$ cat src/hw/rtl/lqa_pkg.sv
`default_nettype none

package lqa_pkg;

  // fraction bits of the unit vectors and of the quaternion
  localparam int QFB = 30;
  // cells in one square root chain and in one divider chain
  localparam int NCELL = 32;

  // conversion branch codes
  localparam logic [1:0] BR_TRACE = 2'd0;
  localparam logic [1:0] BR_X     = 2'd1;
  localparam logic [1:0] BR_Y     = 2'd2;
  localparam logic [1:0] BR_Z     = 2'd3;

  // input beat
  typedef struct packed {
    logic signed [31:0] eye_x;
    logic signed [31:0] eye_y;
    logic signed [31:0] eye_z;
    logic signed [31:0] aim_x;
    logic signed [31:0] aim_y;
    logic signed [31:0] aim_z;
  } lqa_in_t;

  // result beat
  typedef struct packed {
    logic signed [31:0] quat_w;
    logic signed [31:0] quat_x;
    logic signed [31:0] quat_y;
    logic signed [31:0] quat_z;
    logic               degenerate;
  } lqa_out_t;

  // data that rides along with a vector through the normalizer
  typedef struct packed {
    logic             dg;
    logic [2:0][31:0] f;
  } lqa_side_t;

  // payload carried by the arithmetic cells
  typedef struct packed {
    lqa_side_t        side;
    logic [2:0]       neg;
    logic             zero;
    logic [2:0][29:0] mag;
    logic [1:0]       br;
    logic [2:0][35:0] num;
    logic [31:0]      prin;
    logic [2:0]       ovf;
  } lqa_pay_t;

  // square root cell state
  typedef struct packed {
    logic [63:0] v;
    logic [63:0] res;
    logic [63:0] bt;
  } lqa_sqst_t;

  // three-lane divider cell state, one shared divisor
  typedef struct packed {
    logic [32:0]       den;
    logic [2:0][32:0]  rem;
    logic [2:0][31:0]  nlo;
    logic [2:0][31:0]  q;
  } lqa_dvst_t;

  // index of the highest set bit, zero for zero
  function automatic logic [5:0] lqa_msb(input logic [32:0] x);
    logic [5:0] p;
    p = '0;
    for (int i = 0; i < 33; i++) begin
      if (x[i]) begin
        p = 6'(i);
      end
    end
    return p;
  endfunction

endpackage

`default_nettype wire

$ cat src/hw/rtl/lqa_sqrt_cell.sv
`default_nettype none

module lqa_sqrt_cell (
  input  logic                clk_i,
  input  logic                rst_ni,
  input  logic                vld_i,
  input  lqa_pkg::lqa_sqst_t  st_i,
  input  lqa_pkg::lqa_pay_t   pay_i,
  output logic                vld_o,
  output lqa_pkg::lqa_sqst_t  st_o,
  output lqa_pkg::lqa_pay_t   pay_o
);
  import lqa_pkg::*;

  logic      vld_q;
  lqa_sqst_t st_d, st_q;
  lqa_pay_t  pay_q;
  logic [63:0] trial;

  // one result bit of the integer square root
  always_comb begin
    trial = st_i.res + st_i.bt;
    st_d.bt = st_i.bt >> 2;
    if (st_i.v >= trial) begin
      st_d.v   = st_i.v - trial;
      st_d.res = (st_i.res >> 1) + st_i.bt;
    end else begin
      st_d.v   = st_i.v;
      st_d.res = st_i.res >> 1;
    end
  end

  // valid
  always_ff @(posedge clk_i or negedge rst_ni) begin
    if (!rst_ni) begin
      vld_q <= 1'b0;
    end else begin
      vld_q <= vld_i;
    end
  end

  // data
  always_ff @(posedge clk_i) begin
    st_q  <= st_d;
    pay_q <= pay_i;
  end

  assign vld_o = vld_q;
  assign st_o  = st_q;
  assign pay_o = pay_q;

endmodule

`default_nettype wire

$ cat config.mk
export PLATFORM = sky130hd
export DESIGN_NAME = lqa_sqrt_cell
export DESIGN_NICKNAME = d
export VERILOG_FILES = /design/src/hw/rtl/lqa_pkg.sv /design/src/hw/rtl/lqa_sqrt_cell.sv
export SDC_FILE = /design/constraint.sdc
export NUM_CORES = 1
export LEC_CHECK = 0
export BUFFER_PORTS_ARGS = -buffer_cell sky130_fd_sc_hd__buf_2
export CAP_MARGIN = 20
export CELL_PAD_IN_SITES_DETAIL_PLACEMENT = 0
export CELL_PAD_IN_SITES_GLOBAL_PLACEMENT = 1
export CORE_AREA = 2 2 411 413
export DETAILED_ROUTE_END_ITERATION = 8
export DIE_AREA = 0 0 413 415
export GPL_TIMING_DRIVEN = 1
export PLACE_DENSITY = 0.51
export SLEW_MARGIN = 10
export SYNTH_ARGS = -nofsm -noshare
export SYNTH_HDL_FRONTEND = slang
export SYNTH_SLANG_ARGS = --single-unit
$ cat constraint.sdc
create_clock -name clk_i -period 0.8 [get_ports clk_i]
set_clock_uncertainty 0.2 [all_clocks]
set_input_delay 0.04 -clock clk_i [delete_from_list [all_inputs] [get_ports clk_i]]
set_output_delay 0.04 -clock clk_i [all_outputs]
set_load 0.005 [all_outputs]
==> results.cfg, run 1 <==
[synth]
synth-edff-count = 0
synth_flop_cell = dfxtp_1
syn_area_um2 = 23300
synth_cell_types = 77
synth-async-reset-ratio_pct = 0.190
synth_seq_cells = 527
yosysSeqAreaShare_pct = 45.4
synth_cells = 2501
avgSynthCellArea_um2 = 9.30
ys_warn_count = 0

[layout]
final_cell_area_um2 = 54300
drive_above_1_share_pct = 56.9
area_growth_pct = 133
postLayoutCoreUtil_pct = 32.6
seqCellArea_um2 = 11200
multi_input_area_um2 = 14400
finalNetCount = 5938
nFillCells = 17300

[routing]
vias = 30300
route.detailed.drc = 0
drt_iter0_drc = 1566
finalWirelength_um = 185000
detail_route.first_pass.iterations = 5
wl_per_cell_um = 24.6
avgViaCountPerCell = 4.03
ant_nets = 0

[setup_path]
max_stage_delay_ns = 0.34
path_max_fanout = 6
required_ns = 1.19
critPathSlowestCell = o41a_1
cp.arrival_ns = 4.81
criticalPathCategory = in -> reg
crit_path_start_kind = primary input
crit_path_end_kind = register

[floorplan]
initial_core_util_pct = 14.0
fp-row-count = 150
fp.dieH_um = 415
fp.coreArea_um2 = 167000
die_w_um = 413
ioPinCount = 1060
die_area_um2 = 171000

[timing]
max_freq_mhz = 227
finalHoldViolCount = 227
fin_crit_ns = 4.41
layout_worst_path_cycle_share_pct = 552
slew_viol_final = 0
hold_ws_ns = -0.504
fin_ws_ns = -3.61
tightestPinTransition_ns = 1.09
rsz0062_at_grt = true
setup_viol = 794
relSlewSlack_pct = 26.1

[cts]
h-tree-depth = 3
cts.sinks = 527
cts_root_buffer = clkbuf_16
cts_tree = done
clockBufferDepth = 3
cts_inserted_buffers = 72
cts.reportedPaths.clkPinSlew_ns = 0.06

[global_routing]
grt_max_degree = 18
antenna_found_initial = 72
grt_pass1_vias = 31400
overflow = 0
grt_use_total_pct = 20.6
grt_pass1_wl_um = 247000

[power_and_ir_drop]
irDropWorstVdd_v = 0.00140
p_leak_nw = 25.1
powerDensity_nw_per_um2 = 2300
total_power_w = 0.125

[placed_design]
placed_area_um2 = 38400
post-place-ws_ns = -4.81
hpwl_um = 151000
place_congestion = 0.968
io_buffers = 1057

[outcome]
violations = negative hold slack, negative setup slack
status = complete, but fails checks

[hold_path]
min_path_type = in -> reg

[job]
maxCapViolCount = 0
[layer usage]
layer  GRT usage, %  vias up  wire length [µm]
met2           35.3      948             88500
met4           10.7       22             10800
met1           24.7    14500             76500
met5              0        -               136
li1               -    14500                 -
met3           3.31      324              8930
[cell usage after synthesis, drive strengths merged (5+ instances only)]
| library cell | number | area share, % |
|---|---|---|
| o211ai | 12 | 0.39 |
| o21ai | 222 | 4.8 |
| nor3 | 24 | 0.52 |
| buf | 25 | 0.58 |
| nand3 | 30 | 0.65 |
| clkbuf | 90 | 1.5 |
| xor2 | 77 | 2.9 |
| o21bai | 42 | 1.4 |
| a21o | 128 | 4.1 |
| o311ai | 7 | 0.26 |
| o21a | 21 | 0.68 |
| and3 | 10 | 0.27 |
| ha | 190 | 10 |
| dfxtp | 526 | 45 |
| a221o | 6 | 0.26 |
| o31a | 5 | 0.19 |
| a21oi | 240 | 5.2 |
| xnor2 | 99 | 3.7 |
| or3 | 13 | 0.35 |
| nor2 | 115 | 1.9 |
| mux2 | 8 | 0.39 |
| nand2b | 19 | 0.51 |
| a31o | 7 | 0.26 |
| o31ai | 19 | 0.63 |
| a21boi | 12 | 0.40 |
| and4 | 6 | 0.23 |
| inv | 57 | 0.92 |
| nand2 | 256 | 4.1 |
| and2 | 10 | 0.27 |
| a211oi | 20 | 0.65 |
| nor4 | 9 | 0.24 |
| o22ai | 5 | 0.13 |
| a31oi | 20 | 0.54 |
| a2111oi | 6 | 0.25 |
| or2 | 7 | 0.19 |
| o41ai | 5 | 0.19 |
| nor2b | 18 | 0.48 |
| a41oi | 5 | 0.19 |
| nand4 | 72 | 1.9 |
| a211o | 5 | 0.19 |
[cell type report]
class                           instances  share of cell area, %
Antenna cell                           37                  0.171
Timing Repair Buffer                 2753                   42.6
Tap cell                             2204                   5.08
Clock buffer                           94                   3.71
Sequential cell                       527                   20.7
Multi-Input combinational cell       1803                   26.5
Inverter                               57                  0.394
Clock inverter                         36                  0.860
[worst max-delay path: cells and delay by family]
kind            cells  cell delay [ns]
mux                 1             0.28
fa+ha+maj           2             0.62
simple gates        2             0.26
xor+xnor            1             0.17
compound gates     13             2.47
buf+inv             7             0.94
[power breakdown]
group	internal, W	leakage (nW)	switching [W]
registers	0.0311	4.48	0.00375
clock network	0.0195	1.20	0.0145
logic	0.0299	19.4	0.0260
[per-stage QoR]
| step | cells | TNS, ns | hold slack, ns |
|---|---|---|---|
| floorplan | 2502 | -463.33 | -0.456 |
| global placement | 6569 | -603.88 | -0.386 |
| detailed placement | 6569 | -599.62 | -0.381 |
| CTS | 7453 | -787.69 | -0.564 |
| global route | 7498 | -800.74 | -0.536 |
| finish | 7511 | -758.88 | -0.504 |
[sequential cells by signal (all words and copies together) (netlist names)]
name	count
pay_o	336
vld_o	1
st_o	190
[kinds of logic after synthesis]
kind of cell	Yosys count	share of synthesized area (%)
compound gates	811	21.6
simple gates	609	12.3
flops	527	45.4
fa+ha+maj	193	10.5
xor+xnor	176	6.63
buf+inv	172	2.95
mux	12	0.560
other cells	1	0.0161
[layout by cell type, fill, tap and decap left out, types with 68 or more instances in the layout]
cell,synthesis,layout
o21ai_2,0,77
dfxtp_1,526,138
buf_2,21,675
dlygate4sd3_1,0,665
o21ai_0,214,80
dfxtp_2,0,320
ha_1,190,155
nor2_1,115,106
xor2_1,77,73
xnor2_1,99,89
clkbuf_16,0,73
buf_6,0,388
nand4_1,72,72
a21o_1,128,126
a21oi_1,240,209
nand2_1,256,143
buf_4,4,946
dfxtp_4,0,68
[worst paths after layout]
path	startpoint	endpoint	slack [ns]	depth (start not counted)
max	st_i[67]	st_o[136]$_DFF_P_	-3.61	26
min	st_i[65]	st_o[64]$_DFF_P_	-0.50	3
max in group asynchronous	rst_ni	vld_o$_DFF_PN0_	0.29	3
min in group asynchronous	rst_ni	vld_o$_DFF_PN0_	0	3
[what timing repair did]
item                                    CTS  global route
setup endpoints to repair               655           794
gates cloned                             25             1
pin swaps                               153           105
endpoints found under the hold margin   528           240
gates resized for setup                1310           443
hold buffers                            664             1
buffers inserted                         75            39
Power figures use the tool's default switching activity.
==> inputs of run 2 (changes only) <==
--- a/config.mk
+++ b/config.mk
@@ -7,13 +7,11 @@
 export LEC_CHECK = 0
 export BUFFER_PORTS_ARGS = -buffer_cell sky130_fd_sc_hd__buf_2
 export CAP_MARGIN = 20
-export CELL_PAD_IN_SITES_DETAIL_PLACEMENT = 0
-export CELL_PAD_IN_SITES_GLOBAL_PLACEMENT = 1
-export CORE_AREA = 2 2 411 413
+export CORE_AREA = 2 2 417 419
 export DETAILED_ROUTE_END_ITERATION = 8
-export DIE_AREA = 0 0 413 415
+export DIE_AREA = 0 0 419 421
 export GPL_TIMING_DRIVEN = 1
-export PLACE_DENSITY = 0.51
+export PLACE_DENSITY = 0.42
 export SLEW_MARGIN = 10
 export SYNTH_ARGS = -nofsm -noshare
 export SYNTH_HDL_FRONTEND = slang
==> run 2 against run 1 <==
Net effect:
- the flow still finishes with violations (negative hold slack, negative setup slack)
- clock power fell by 5%
- critical path depth is 2 lower
- fmax is 1.5% lower
- largest cell class unchanged
- first-iteration DRC count down 25%
- non-clock buffer count is 154 lower
- via count down 2.8%
- total power fell by 5.1%
==> results.cfg, run 2 (synthesis results as in run 1) <==
[cts]
ctsHoldBuffers = 529
cts_root_buffer = clkbuf_16
h-tree-depth = 3
cts_inserted_buffers = 69
cts.sinks = 527
cts.reportedPaths.clkPinSlew_ns = 0.06
clockBufferDepth = 3
cts_tree = done

[timing]
relSlewSlack_pct = 47.0
hold_ws_ns = -0.361
fin_setup_tns_ns = -732.71
fin_ws_ns = -3.68
layout_worst_path_cycle_share_pct = 560
setup_viol = 656
fin_crit_ns = 4.48
max_freq_mhz = 223
finalHoldViolCount = 347
tightestPinTransition_ns = 0.784
rsz0062_at_grt = true
slew_viol_final = 0

[power_and_ir_drop]
internal_power_w = 0.0771
irDropWorstVdd_v = 0.00127
combPwrFrac_pct = 43.9
clockPowerShare_pct = 27.3
p_seq_share_pct = 28.8
p_sw_w = 0.0413
p_leak_nw = 24.1
total_power_w = 0.118
netSwitchingFraction_pct = 34.9
powerDensity_nw_per_um2 = 2270

[layout]
finalNetCount = 5781
drive_above_1_share_pct = 57.3
largest_register_ffs = 336
final_cell_mix = buf_4 (948), buf_2 (720), dlygate4sd3_1 (529)
final_common_cell = buf_4
area_growth_pct = 124

[outcome]
violations = negative hold slack, negative setup slack
status = complete, but fails checks

[setup_path]
cp_cell_sequence = buf_4, ha_4, nand4_1, or3_4, o221ai_4, a31oi_4, o41a_1, o21a_4, o21ai_4, a21oi_4, xor2_2, ha_1, buf_4, nand4_1, nor3_2, nand3_2, o211ai_1, a311o_1, nor2_4, buf_12, buf_12, or3_1, mux2i_1, nor2_1
crit_path_end_kind = register
cp.arrival_ns = 4.83
critPathSlowestCell = or3_4
max_stage_delay_ns = 0.46
crit_path_start_kind = primary input
path_max_fanout = 5
required_ns = 1.15
criticalPathCategory = in -> reg
critPathBufInv = 4
critical_path.top_delay_family = simple AND/OR/NAND/NOR gates

[placed_design]
io_buffers = 1057
hpwl_um = 146000
place_congestion = 1.00

[floorplan]
die_area_um2 = 176000
initial_core_util_pct = 13.5
fp.dieH_um = 421
die_w_um = 419
fp-row-count = 153
ioPinCount = 1060
fp.coreArea_um2 = 172000

[routing]
finalWirelength_um = 177000
wl_per_cell_um = 23.7
ant_nets = 0
route.detailed.drc = 0
vias = 29400
avgViaCountPerCell = 3.93
detail_route.first_pass.iterations = 6
drt_iter0_drc = 1172

[global_routing]
grt_pass1_vias = 30500
grt_pass1_wl_um = 232000
antenna_found_initial = 59
grt_use_total_pct = 18.8
overflow = 0
grt_max_degree = 26

[job]
maxCapViolCount = 0

[hold_path]
min_path_type = in -> reg
run 2: changes by cell type in the layout (fill, tap and decap cells not counted), moves of 11 or more:
cell           before  now
buf_2             675  720
nand2_4            58   47
dfxtp_1           138  152
buf_6             388  336
dfxtp_4            68   89
dfxtp_2           320  285
nand2_1           143  163
dlygate4sd3_1     665  529
o21ai_4            18    5
run 2: final timing paths:
| kind | from | end | slack [ns] | cells after the start |
|---|---|---|---|---|
| worst max-delay path | st_i[26] | st_o[123]$_DFF_P_ | -3.68 | 24 |
| worst min-delay path | st_i[64] | st_o[128]$_DFF_P_ | -0.36 | 4 |
| max in group asynchronous | rst_ni | vld_o$_DFF_PN0_ | 0.27 | 3 |
| min in group asynchronous | rst_ni | vld_o$_DFF_PN0_ | 0.03 | 3 |
run 2: final cells by class:
cell class / count / area, µm²
fillers: 18100 / 120000
repair buffers: 2599 / 21200
multi-input cells: 1803 / 14200
flip-flops and latches: 527 / 11200
well taps: 2325 / 2910
clock buffers: 92 / 1970
clock inverters: 30 / 342
inverters: 57 / 214
diodes: 47 / 118
run 2: repair_timing:
action,in CTS,in global routing
setup endpoints to repair,655,656
gates resized for setup,243,1357
pin swaps,75,172
setup buffers,34,36
cloned,9,11
endpoints found under the hold margin,528,369
run 2: through the flow:
step	utilization [%]	hold WS [ns]	setup slack, ns	std cells	area (µm²)
after floorplan	-	-0.456	-3.70	2502	23600
after global placement	22.5	-0.384	-4.95	6714	38800
after detailed placement	22.5	-0.381	-4.90	6714	38800
after CTS	27.7	-0.431	-3.64	7405	47800
after global routing	30.2	-0.385	-3.83	7471	52100
final	30.2	-0.361	-3.68	7480	52100
run 2: routing by layer:
layer	vias up	track usage, %	wire (µm)
li1	14100	-	-
met1	14000	18.1	60700
met2	875	36.1	94200
met3	379	2.38	6470
met4	2	14.4	15700
met5	-	0	9
run 2: power groups by stage:
stage	clock (W)	combinational (W)	sequential [W]
2_1_floorplan	0	0.0154	0.0320
3_3_place_gp	0	0.0387	0.0332
3_5_place_dp	0	0.0385	0.0330
4_1_cts	0.0334	0.0449	0.0327
5_1_grt	0.0345	0.0553	0.0342
6_report	0.0323	0.0520	0.0341
