--- src/hw/rtl/lqa_pkg.sv ---
`default_nettype none

package lqa_pkg;

  // fraction bits of the unit vectors and of the quaternion
  localparam int QFB = 30;
  // cells in one square root chain and in one divider chain
  localparam int NCELL = 32;

  // conversion branch codes
  localparam logic [1:0] BR_TRACE = 2'd0;
  localparam logic [1:0] BR_X     = 2'd1;
  localparam logic [1:0] BR_Y     = 2'd2;
  localparam logic [1:0] BR_Z     = 2'd3;

  // input beat
  typedef struct packed {
    logic signed [31:0] eye_x;
    logic signed [31:0] eye_y;
    logic signed [31:0] eye_z;
    logic signed [31:0] aim_x;
    logic signed [31:0] aim_y;
    logic signed [31:0] aim_z;
  } lqa_in_t;

  // result beat
  typedef struct packed {
    logic signed [31:0] quat_w;
    logic signed [31:0] quat_x;
    logic signed [31:0] quat_y;
    logic signed [31:0] quat_z;
    logic               degenerate;
  } lqa_out_t;

  // data that rides along with a vector through the normalizer
  typedef struct packed {
    logic             dg;
    logic [2:0][31:0] f;
  } lqa_side_t;

  // payload carried by the arithmetic cells
  typedef struct packed {
    lqa_side_t        side;
    logic [2:0]       neg;
    logic             zero;
    logic [2:0][29:0] mag;
    logic [1:0]       br;
    logic [2:0][35:0] num;
    logic [31:0]      prin;
    logic [2:0]       ovf;
  } lqa_pay_t;

  // square root cell state
  typedef struct packed {
    logic [63:0] v;
    logic [63:0] res;
    logic [63:0] bt;
  } lqa_sqst_t;

  // three-lane divider cell state, one shared divisor
  typedef struct packed {
    logic [32:0]       den;
    logic [2:0][32:0]  rem;
    logic [2:0][31:0]  nlo;
    logic [2:0][31:0]  q;
  } lqa_dvst_t;

  // index of the highest set bit, zero for zero
  function automatic logic [5:0] lqa_msb(input logic [32:0] x);
    logic [5:0] p;
    p = '0;
    for (int i = 0; i < 33; i++) begin
      if (x[i]) begin
        p = 6'(i);
      end
    end
    return p;
  endfunction

endpackage

`default_nettype wire

--- src/hw/rtl/lqa_div_cell.sv ---
`default_nettype none

module lqa_div_cell (
  input  logic                clk_i,
  input  logic                rst_ni,
  input  logic                vld_i,
  input  lqa_pkg::lqa_dvst_t  st_i,
  input  lqa_pkg::lqa_pay_t   pay_i,
  output logic                vld_o,
  output lqa_pkg::lqa_dvst_t  st_o,
  output lqa_pkg::lqa_pay_t   pay_o
);
  import lqa_pkg::*;

  logic      vld_q;
  lqa_dvst_t st_d, st_q;
  lqa_pay_t  pay_q;
  logic [33:0] part;
  logic        ge;

  // one quotient bit per lane, restoring
  always_comb begin
    st_d.den = st_i.den;
    part = '0;
    ge   = 1'b0;
    for (int i = 0; i < 3; i++) begin
      part = {st_i.rem[i], st_i.nlo[i][31]};
      ge   = part >= {1'b0, st_i.den};
      st_d.rem[i] = ge ? 33'(part - {1'b0, st_i.den}) : part[32:0];
      st_d.nlo[i] = {st_i.nlo[i][30:0], 1'b0};
      st_d.q[i]   = {st_i.q[i][30:0], ge};
    end
  end

  // valid
  always_ff @(posedge clk_i or negedge rst_ni) begin
    if (!rst_ni) begin
      vld_q <= 1'b0;
    end else begin
      vld_q <= vld_i;
    end
  end

  // data
  always_ff @(posedge clk_i) begin
    st_q  <= st_d;
    pay_q <= pay_i;
  end

  assign vld_o = vld_q;
  assign st_o  = st_q;
  assign pay_o = pay_q;

endmodule

`default_nettype wire

--- config.mk ---
export PLATFORM = sky130hd
export DESIGN_NAME = lqa_div_cell
export DESIGN_NICKNAME = d
export VERILOG_FILES = /design/src/hw/rtl/lqa_pkg.sv /design/src/hw/rtl/lqa_div_cell.sv
export SDC_FILE = /design/constraint.sdc
export NUM_CORES = 1
export LEC_CHECK = 0
export ABC_CLOCK_PERIOD_IN_PS = 800
export BUFFER_PORTS_ARGS = -buffer_cell sky130_fd_sc_hd__buf_2
export CORE_AREA = 2 2 521 523
export DETAILED_ROUTE_END_ITERATION = 7
export DIE_AREA = 0 0 523 525
export PLACE_DENSITY_LB_ADDON = 0.25
export SYNTH_ARGS = -nofsm -noshare
export SYNTH_HDL_FRONTEND = slang
export SYNTH_SLANG_ARGS = --single-unit
--- constraint.sdc ---
create_clock -name clk_i -period 0.8 [get_ports clk_i]
set_clock_uncertainty 0.15 [all_clocks]
set_input_delay 0.04 -clock clk_i [delete_from_list [all_inputs] [get_ports clk_i]]
set_output_delay 0.04 -clock clk_i [all_outputs]
set_load 0.05 [all_outputs]
==> impl_metrics.toml, run 1 <==
[pwr]
gate_power_share = 0.315
power_report.internal_total_mw = 80.1
power_per_cell_area_mw_per_mm2 = 2040
power.ir.vdd_worst_mv = 1.62
total_power_after_layout_mw = 120
p_leak_nw = 25.3
netSwitchingFraction = 0.330
power.clock.fraction = 0.367
p_seq_frac = 0.318
net_switching_power_figure_mw = 39.5

[worst_setup_path]
worst-setup-path-type = "in -> reg"
endpoint_kind = "register"
timing.critical_path.mode_cell = "sky130_fd_sc_hd__o21ai_2"
max_stage_delay_ns = 0.61
crit_start_category = "primary input"
cp_cell_sequence = "buf_2, dlygate4sd3_1, ha_1, buf_4, o21ai_2, o21ai_2, a22oi_2, o31ai_4, a211oi_2, a21oi_2, o21ai_1, nand2_2, buf_12, clkbuf_16, mux2_2"
required_ns = 1.30
worst_path_max_delay_cell = "sky130_fd_sc_hd__dlygate4sd3_1"
worst_path_arrival_ns = 3.07
top_fanout_value_on_the_critical_path = 6

[finish]
layout-drive-gt1-share = 0.598
area_growth_pct = 197
utilization = 0.218
net_count_final = 5331
final_cell_count_no_fill = 8255
layout.filler_cells = 28700

[routing]
post_drt_via_cell_ratio = 2.94
drtAntennaViolNets = 0
vias = 24300
post_drt_wl_per_cell_um = 21.9
drt_iter0_markers = 605
drc_errors = 0
number_of_detailed_routing_iterations_run_before_antenna_repair = 4
drt_wl_total_um = 181000

[placed_design]
globalplace.congestion = 0.866
place_ws_ns = -2.87
post-dp-hpwl_um = 146000
dp_cells = 6824
io_buffers = 1317

[sta]
fin_worst_hold_slack_ns = -0.816
slew_viol_final = 0
report.final.hold_viol_count = 114
setup_viol = 816
final_worst_path_cycle_share = 3.21
setup_repair_after_global_routing_missed_its_margin = "true"
worst_slack_ns = -1.77
highest_clock_rate_mhz = 390
finalCriticalPeriod_ns = 2.57

[cts]
tritoncts_clock_tree = "built"
cts.reportedPaths.clkPinSlew_ns = 0.06
cts-htree-levels = 3
cts_inserted_buffers = 94
cts_max_path_buffers = 4
root_buffer = "sky130_fd_sc_hd__clkbuf_16"
clock_sink_count = 658

[floorplanning]
floorplan.die.width_um = 523
boundaryPins = 1324
die-height_um = 525
dieArea_mm2 = 0.275
initial_utilization = 0.0733
area_of_the_core_mm2 = 0.269
placementRows = 191

[status]
violations = "negative hold slack, negative setup slack"
outcome = "finished, violations left"

[yosys]
synthDominantAreaCellType = "sky130_fd_sc_hd__dfxtp_1"
avgSynthCellArea_um2 = 12.6
yosys.area.top_type_share = 0.666
post_synth_main_area_contributors = "sky130_fd_sc_hd__dfxtp_1 67%, sky130_fd_sc_hd__ha_1 6.3%, sky130_fd_sc_hd__xnor2_1 2.4%"
ys_seq_area_frac = 0.668
netlist-cell-type-count = 72
synthesis.instances = 1562
share_of_flip_flops_with_an_asynchronous_set_or_reset_after_synthesis = 0.00152
yosys_warnings = 0
ys.flop_type = "sky130_fd_sc_hd__dfxtp_1"
flip_flop_and_latch_count_after_synthesis = 658
synth_enable_flop_cells = 0
syn_area_mm2 = 0.0197

[global_routing]
initial_antenna_violation_count = 160
grt_overflow_total = 0
first_pass_grt_wire_length_um = 232000
grt_pass1_vias = 26000
grt_max_degree = 16
grt_use_total = 0.127

[min_path]
hold_path_class = "in -> reg"

[job]
maxCapViolations = 0
[worst paths after layout]
check,startpoint,endpoint,slack (ns),depth (start not counted)
setup / recovery,st_i[261],st_o[276]$_DFF_P_,-1.77,15
hold / removal,st_i[316],st_o[316]$_DFF_P_,-0.82,1
max in group asynchronous,rst_ni,vld_o$_DFF_PN0_,-0.06,4
min in group asynchronous,rst_ni,vld_o$_DFF_PN0_,0.46,4
[kinds of logic after synthesis]
| logic type | count (synthesis) | share of synthesized area |
|---|---|---|
| adder cells (fa/ha/maj) | 102 | 0.0658 |
| multiplexers | 69 | 0.0445 |
| AO/OA/AOI/OAI | 326 | 0.107 |
| buffers and inverters | 93 | 0.0200 |
| XOR/XNOR | 86 | 0.0382 |
| other | 1 | 0.000190 |
| AND/OR/NAND/NOR | 227 | 0.0564 |
| flip-flops | 658 | 0.668 |
[placed cells by master (no fill, tap or decap), drive strengths merged, types with 8 or more instances in the layout]
master       count
nor2b           13
nand4           17
o21ai           80
clkinvlp         9
xor2            33
nand2b           8
clkbuf         115
mux2            66
dfxtp          657
o31ai            8
nor3             9
o21bai          17
nand2           78
a31oi           14
nand3           18
buf           1766
bufinv          10
o21a            14
clkinv          25
ha              99
a21o            41
inv             66
a21oi           90
dlygate4sd3   1175
and3            17
diode           48
xnor2           53
nor2            45
a211oi          15
[critical path, delay by kind of cell]
kind / cells / cell delay (ns)
simple gates: 1 / 0.10
fa+ha+maj: 1 / 0.33
mux: 1 / 0.27
compound gates: 7 / 1.14
buf+inv: 5 / 1.17
[Yosys cell counts, drive strengths merged, types with 3 or more instances]
master   instances
a2111oi          4
a211oi          15
a21boi           6
a21o            41
a21oi           90
a221oi           4
a311oi           3
a31oi           14
a41oi            4
and2             6
and3            17
and4             5
buf             12
clkbuf          24
dfxtp          657
fa               3
ha              99
inv             57
mux2            66
mux2i            3
nand2           78
nand2b           8
nand3           18
nand4           17
nor2            45
nor2b           13
nor3             9
nor4             5
o211ai           6
o21a            14
o21ai           80
o21bai          17
o31ai            8
xnor2           53
xor2            33
[through the flow]
step                cell area, um2  TNS, ns  hold WS, ns
floorplan                    20000  -199.80       -0.406
global route                 58700  -668.97       -0.858
CTS                          57900  -670.94       -0.899
detailed placement           38200  -255.08       -0.333
global placement             38200  -254.44       -0.335
finish                       58700  -617.04       -0.816
[layout make-up]
cell class / instances / area [um2] / area share
repair buffers: 2942 / 29700 / 0.506
flip-flops and latches: 658 / 14100 / 0.240
multi-input cells: 813 / 6940 / 0.118
well taps: 3570 / 4470 / 0.0761
clock buffers: 114 / 2480 / 0.0422
clock inverters: 53 / 688 / 0.0117
inverters: 57 / 254 / 0.00433
diodes: 48 / 120 / 0.00205
[power by group through the flow]
stage,Combinational [mW],Clock [mW],Sequential [mW]
after floorplan,5.20,0,45.9
after global placement,30.2,0,37.8
after detailed placement,30.1,0,37.8
after CTS,37.8,45.7,38.1
after global routing,39.8,46.8,38.3
final,37.7,43.9,38.1
[registers in the layout (all words and copies together) (netlist names)]
signal / count
pay_o: 336
st_o: 321
vld_o: 1
[layer usage]
metal / wire length (um) / track usage / vias to the layer above
li1: - / - / 11500
met1: 63100 / 0.125 / 11200
met2: 89500 / 0.226 / 1067
met3: 15800 / 0.0478 / 446
met4: 11900 / 0.0714 / 34
met5: 219 / 0 / -
[repair_timing]
action,CTS,global route
cloned,8,1
hold endpoints to repair,659,123
buffers inserted,23,10
endpoints found under the setup margin,760,782
resized for setup,1754,75
pin swaps,29,40
hold buffers,1154,45
Note: power is estimated with default switching activity, not from simulation.
==> run 2, diff against run 1 <==
==> constraint.sdc (replaced) <==
create_clock -name clk_i -period 0.8 [get_ports clk_i]
set_clock_uncertainty 0.15 [all_clocks]
set_input_delay 0.12 -clock clk_i [delete_from_list [all_inputs] [get_ports clk_i]]
set_output_delay 0.12 -clock clk_i [all_outputs]
set_load 0.05 [all_outputs]
==> run 2 against run 1 <==
Net effect: the run still ends with negative hold slack, negative setup slack left; total power up 0.56%; worst setup slack worse by 0.12 ns; clock-buffer cell count unchanged; die area unchanged; critical endpoint is now st_o[272]$_DFF_P_.
==> impl_metrics.toml, run 2 (synthesis gave the netlist of run 1 again) <==
[status]
outcome = "finished, violations left"
violations = "negative hold slack, negative setup slack"

[pwr]
p_seq_frac = 0.318
power_per_cell_area_mw_per_mm2 = 2040
power.clock.fraction = 0.365
total_power_after_layout_mw = 120
netSwitchingFraction = 0.327
gate_power_share = 0.318
p_leak_nw = 25.5
power.ir.vdd_worst_mv = 1.45
net_switching_power_figure_mw = 39.4
power_report.internal_total_mw = 81.0

[sta]
final_worst_path_cycle_share = 3.36
setup_tns_ns = -689.59
report.final.hold_viol_count = 136
finalCriticalPeriod_ns = 2.69
highest_clock_rate_mhz = 372
max_slew_margin = 0.641
slew_viol_final = 0
setup_viol = 1029
worst_pin_slew_ns = 0.538
worst_slack_ns = -1.89
fin_worst_hold_slack_ns = -0.662
setup_repair_after_global_routing_missed_its_margin = "true"

[finish]
multi_input_comb_area_mm2 = 0.00707
layout-drive-gt1-share = 0.610
layout.area.seq_mm2 = 0.0141
layout_commonest_cell = "sky130_fd_sc_hd__dlygate4sd3_1"
layout.filler_cells = 28500
final_design_area_no_fill_mm2 = 0.0591
net_count_final = 5313
final_cell_count_no_fill = 8225
commonest_cells_after_routing_fill_and_taps_aside = "1148 x sky130_fd_sc_hd__dlygate4sd3_1, 656 x sky130_fd_sc_hd__buf_2, 609 x sky130_fd_sc_hd__dfxtp_2, 413 x sky130_fd_sc_hd__buf_4, 340 x sky130_fd_sc_hd__buf_12"
area_growth_pct = 200
largest_register_ff_count = 336

[global_routing]
grt_pass1_vias = 25900
initial_antenna_violation_count = 155
first_pass_grt_wire_length_um = 231000
grt_overflow_total = 0
grt_max_degree = 16
grt_use_total = 0.126

[routing]
post_drt_wl_per_cell_um = 21.9
drc_errors = 0
drt_iter0_markers = 699
drtAntennaViolNets = 0
post_drt_via_cell_ratio = 2.97
drt_wl_total_um = 180000
number_of_detailed_routing_iterations_run_before_antenna_repair = 4
vias = 24400

[placed_design]
post-dp-hpwl_um = 146000
dp_cells = 6819
globalplace.congestion = 0.843
io_buffers = 1317
placement.cell_area_mm2 = 0.0396

[worst_setup_path]
crit_start_category = "primary input"
worst-setup-path-type = "in -> reg"
endpoint_kind = "register"
required_ns = 1.29
critical_path_launch_point = "st_i[265]"
worst_path_arrival_ns = 3.18
top_fanout_value_on_the_critical_path = 6

[cts]
clock_sink_count = 658
cts_max_path_buffers = 4
root_buffer = "sky130_fd_sc_hd__clkbuf_16"
cts-htree-levels = 3
tritoncts_clock_tree = "built"
cts.reportedPaths.clkPinSlew_ns = 0.05
cts_inserted_buffers = 95

[min_path]
hold_depth = 1
timing.hold.worst.start = "st_i[295]"
hold_path_class = "in -> reg"

[floorplanning]
boundaryPins = 1324
initial_utilization = 0.0733
floorplan.die.width_um = 523
area_of_the_core_mm2 = 0.269
die-height_um = 525
placementRows = 191
dieArea_mm2 = 0.275

[job]
maxCapViolations = 0
[run 2: cell count changes in the layout (fill, tap and decap cells not counted), sizes merged, moves of 2 or more]
cell         before   now
inv              66    69
diode            48    40
dlygate4sd3    1175  1148
clkbuf          115   117
buf            1766  1771
clkinv           25    20
[run 2: timing repair]
| item | 4_1_cts | 5_1_grt |
|---|---|---|
| pin swaps | 21 | 53 |
| setup endpoints to repair | 760 | 905 |
| endpoints found under the hold margin | 659 | 147 |
| buffers inserted | 30 | 21 |
| cloned | 6 | 3 |
| hold buffers | 1123 | 46 |
| gates resized for setup | 1001 | 219 |
[run 2: layout make-up]
class / count / share of cell area
Inverter: 57 / 0.00434
Antenna cell: 40 / 0.00169
Timing Repair Buffer: 2923 / 0.506
Clock buffer: 114 / 0.0434
Clock inverter: 50 / 0.0104
Sequential cell: 658 / 0.239
Multi-Input combinational cell: 813 / 0.120
Tap cell: 3570 / 0.0755
[run 2: layer usage]
metal	vias to the layer above	GRT usage	wire length, um
met5	-	0	327
met4	52	0.0520	8870
met3	434	0.0562	17900
met2	1057	0.225	89000
met1	11500	0.125	63900
li1	11500	-	-
[run 2: path summary, 6_finish.rpt]
kind                                     end  slack, ns
max in group asynchronous    vld_o$_DFF_PN0_       0.02
max                        st_o[272]$_DFF_P_      -1.89
min                        st_o[295]$_DFF_P_      -0.66
min in group asynchronous    vld_o$_DFF_PN0_       0.37
[run 2: critical path, stage by stage]
cell and delay [ns]:
sky130_fd_sc_hd__buf_2 0.10, sky130_fd_sc_hd__dlygate4sd3_1 0.63, sky130_fd_sc_hd__ha_4 0.31, sky130_fd_sc_hd__buf_4 0.12, sky130_fd_sc_hd__nand3_1 0.10, sky130_fd_sc_hd__nor3_2 0.19, sky130_fd_sc_hd__a22oi_2 0.15, sky130_fd_sc_hd__o31ai_4 0.34
sky130_fd_sc_hd__a211oi_2 0.14, sky130_fd_sc_hd__a21oi_2 0.17, sky130_fd_sc_hd__o21ai_2 0.09, sky130_fd_sc_hd__nand2_4 0.19, sky130_fd_sc_hd__clkbuf_16 0.19, sky130_fd_sc_hd__mux2_2 0.33
[run 2: power by group through the flow]
stage	logic, mW	clock network (mW)	registers [mW]
after floorplan	5.20	0	46.5
after global placement	30.8	0	38.6
after detailed placement	30.7	0	38.4
after CTS	37.8	46.0	38.2
after global routing	40.3	46.9	38.5
final	38.3	43.9	38.2
[run 2: through the flow]
step                      setup slack, ns   util
after floorplan                     -2.51      -
after global placement              -2.96  0.147
after detailed placement            -2.95  0.147
after CTS                           -1.81  0.214
after global routing                -1.97  0.219
final                               -1.89  0.220
==> run 3, diff against run 2 <==
--- a/config.mk
+++ b/config.mk
@@ -7,10 +7,12 @@
 export LEC_CHECK = 0
 export ABC_CLOCK_PERIOD_IN_PS = 800
 export BUFFER_PORTS_ARGS = -buffer_cell sky130_fd_sc_hd__buf_2
+export CAP_MARGIN = 20
 export CORE_AREA = 2 2 521 523
 export DETAILED_ROUTE_END_ITERATION = 7
 export DIE_AREA = 0 0 523 525
 export PLACE_DENSITY_LB_ADDON = 0.25
+export RECOVER_POWER = 100
 export SYNTH_ARGS = -nofsm -noshare
 export SYNTH_HDL_FRONTEND = slang
 export SYNTH_SLANG_ARGS = --single-unit
==> run 3 against run 2 <==
Net effect: the run still ends with negative hold slack, negative setup slack left; hold slack improved by 0.00078 ns; core utilization barely moved; sequential power barely moved; die area did not move; flip-flop and latch count did not move; sequential share of layout area barely moved; via count barely moved.
==> impl_metrics.toml, run 3 (synthesis gave the netlist of run 1 again) <==
[status]
outcome = "finished, violations left"
violations = "negative hold slack, negative setup slack"

[cts]
cts.reportedPaths.clkPinSlew_ns = 0.05
cts-htree-levels = 3
tritoncts_clock_tree = "built"
clock_sink_count = 658
cts_inserted_buffers = 95
root_buffer = "sky130_fd_sc_hd__clkbuf_16"
cts_max_path_buffers = 4

[global_routing]
grt_pass1_vias = 25900
grt_overflow_total = 0
grt_max_degree = 16
grt_use_total = 0.126
initial_antenna_violation_count = 155
first_pass_grt_wire_length_um = 231000

[routing]
number_of_detailed_routing_iterations_run_before_antenna_repair = 5
drt_wl_total_um = 180000
drc_errors = 0
drt_iter0_markers = 684
post_drt_via_cell_ratio = 2.97
post_drt_wl_per_cell_um = 21.9
drtAntennaViolNets = 0
vias = 24400

[sta]
worst_slack_ns = -1.89
slew_viol_final = 0
report.final.hold_viol_count = 132
setup_repair_after_global_routing_missed_its_margin = "true"
final_worst_path_cycle_share = 3.36
finalCriticalPeriod_ns = 2.69
max_slew_margin = 0.641
setup_viol = 1031
highest_clock_rate_mhz = 372
fin_worst_hold_slack_ns = -0.662
worst_pin_slew_ns = 0.538

[placed_design]
post-dp-hpwl_um = 146000
placement.cell_area_mm2 = 0.0396
globalplace.congestion = 0.843
dp_cells = 6819
io_buffers = 1317

[finish]
net_count_final = 5313
final_cell_count_no_fill = 8225
commonest_cells_after_routing_fill_and_taps_aside = "1148 x sky130_fd_sc_hd__dlygate4sd3_1, 637 x sky130_fd_sc_hd__buf_2, 609 x sky130_fd_sc_hd__dfxtp_2, 412 x sky130_fd_sc_hd__buf_4, 340 x sky130_fd_sc_hd__buf_12"
area_growth_pct = 200
layout_commonest_cell = "sky130_fd_sc_hd__dlygate4sd3_1"
final_design_area_no_fill_mm2 = 0.0591
largest_register_ff_count = 336
layout-drive-gt1-share = 0.606

[pwr]
total_power_after_layout_mw = 120
power_per_cell_area_mw_per_mm2 = 2040
p_leak_nw = 25.5
power.ir.vdd_worst_mv = 1.45

[floorplanning]
boundaryPins = 1324
floorplan.die.width_um = 523
initial_utilization = 0.0733
dieArea_mm2 = 0.275
area_of_the_core_mm2 = 0.269
die-height_um = 525
placementRows = 191

[worst_setup_path]
crit_start_category = "primary input"
worst_path_arrival_ns = 3.18
top_fanout_value_on_the_critical_path = 6
worst-setup-path-type = "in -> reg"
endpoint_kind = "register"
required_ns = 1.29

[min_path]
hold_path_class = "in -> reg"

[job]
maxCapViolations = 0
==> run 3: cell count changes in the layout (fill, tap and decap cells not counted) <==
cell	delta
sky130_fd_sc_hd__buf_2	-19
sky130_fd_sc_hd__clkbuf_1	+19
sky130_fd_sc_hd__buf_4	-1
sky130_fd_sc_hd__clkbuf_2	+1
==> run 3: path summary, 6_finish.rpt <==
path	startpoint	end	slack [ns]	cells after the start
min in group asynchronous	rst_ni	vld_o$_DFF_PN0_	0.37	3
max in group asynchronous	rst_ni	vld_o$_DFF_PN0_	0.02	3
worst min-delay path	st_i[295]	st_o[295]$_DFF_P_	-0.66	1
worst max-delay path	st_i[265]	st_o[272]$_DFF_P_	-1.89	14
==> run 3: report_power, final <==
part	switching, mW	internal [mW]
sequential	2.26	36.0
clock	17.9	25.9
combinational	19.2	19.1
total	39.4	81.0
==> run 3: timing repair <==
item / in CTS / in global routing
endpoints found under the setup margin: 760 / 905
cloned: 6 / 3
pin swaps: 21 / 53
hold buffers: 1123 / 46
hold endpoints to repair: 659 / 147
resized for setup: 1001 / 219
setup buffers: 30 / 21
==> run 3: per-stage QoR <==
stage	util	worst slack, ns	setup TNS, ns
3_3_place_gp	0.147	-2.96	-271.92
4_1_cts	0.214	-1.81	-737.56
5_1_grt	0.219	-1.97	-735.76
2_1_floorplan	-	-2.51	-209.76
3_5_place_dp	0.147	-2.95	-272.58
6_report	0.220	-1.89	-689.39
==> run 3: cell type report <==
| class | count | area (um2) |
|---|---|---|
| Antenna cell | 40 | 100 |
| Clock buffer | 114 | 2570 |
| Clock inverter | 50 | 616 |
| Fill cell | 28500 | 210000 |
| Inverter | 57 | 256 |
| Multi-Input combinational cell | 813 | 7070 |
| Sequential cell | 658 | 14100 |
| Tap cell | 3570 | 4470 |
| Timing Repair Buffer | 2923 | 29900 |
==> run 3: critical path: stages <==
cell                            delay, ns
sky130_fd_sc_hd__buf_2               0.10
sky130_fd_sc_hd__dlygate4sd3_1       0.63
sky130_fd_sc_hd__ha_4                0.31
sky130_fd_sc_hd__buf_4               0.12
sky130_fd_sc_hd__nand3_1             0.10
sky130_fd_sc_hd__nor3_2              0.19
sky130_fd_sc_hd__a22oi_2             0.15
sky130_fd_sc_hd__o31ai_4             0.34
sky130_fd_sc_hd__a211oi_2            0.14
sky130_fd_sc_hd__a21oi_2             0.17
sky130_fd_sc_hd__o21ai_2             0.09
sky130_fd_sc_hd__nand2_4             0.19
sky130_fd_sc_hd__clkbuf_16           0.19
sky130_fd_sc_hd__mux2_2              0.33
==> run 3: layer usage <==
| metal | part of all wire | GRT usage |
|---|---|---|
| met1 | 0.35 | 0.125 |
| met2 | 0.49 | 0.225 |
| met3 | 0.099 | 0.0562 |
| met4 | 0.051 | 0.0520 |
| met5 | 0.0018 | 0 |
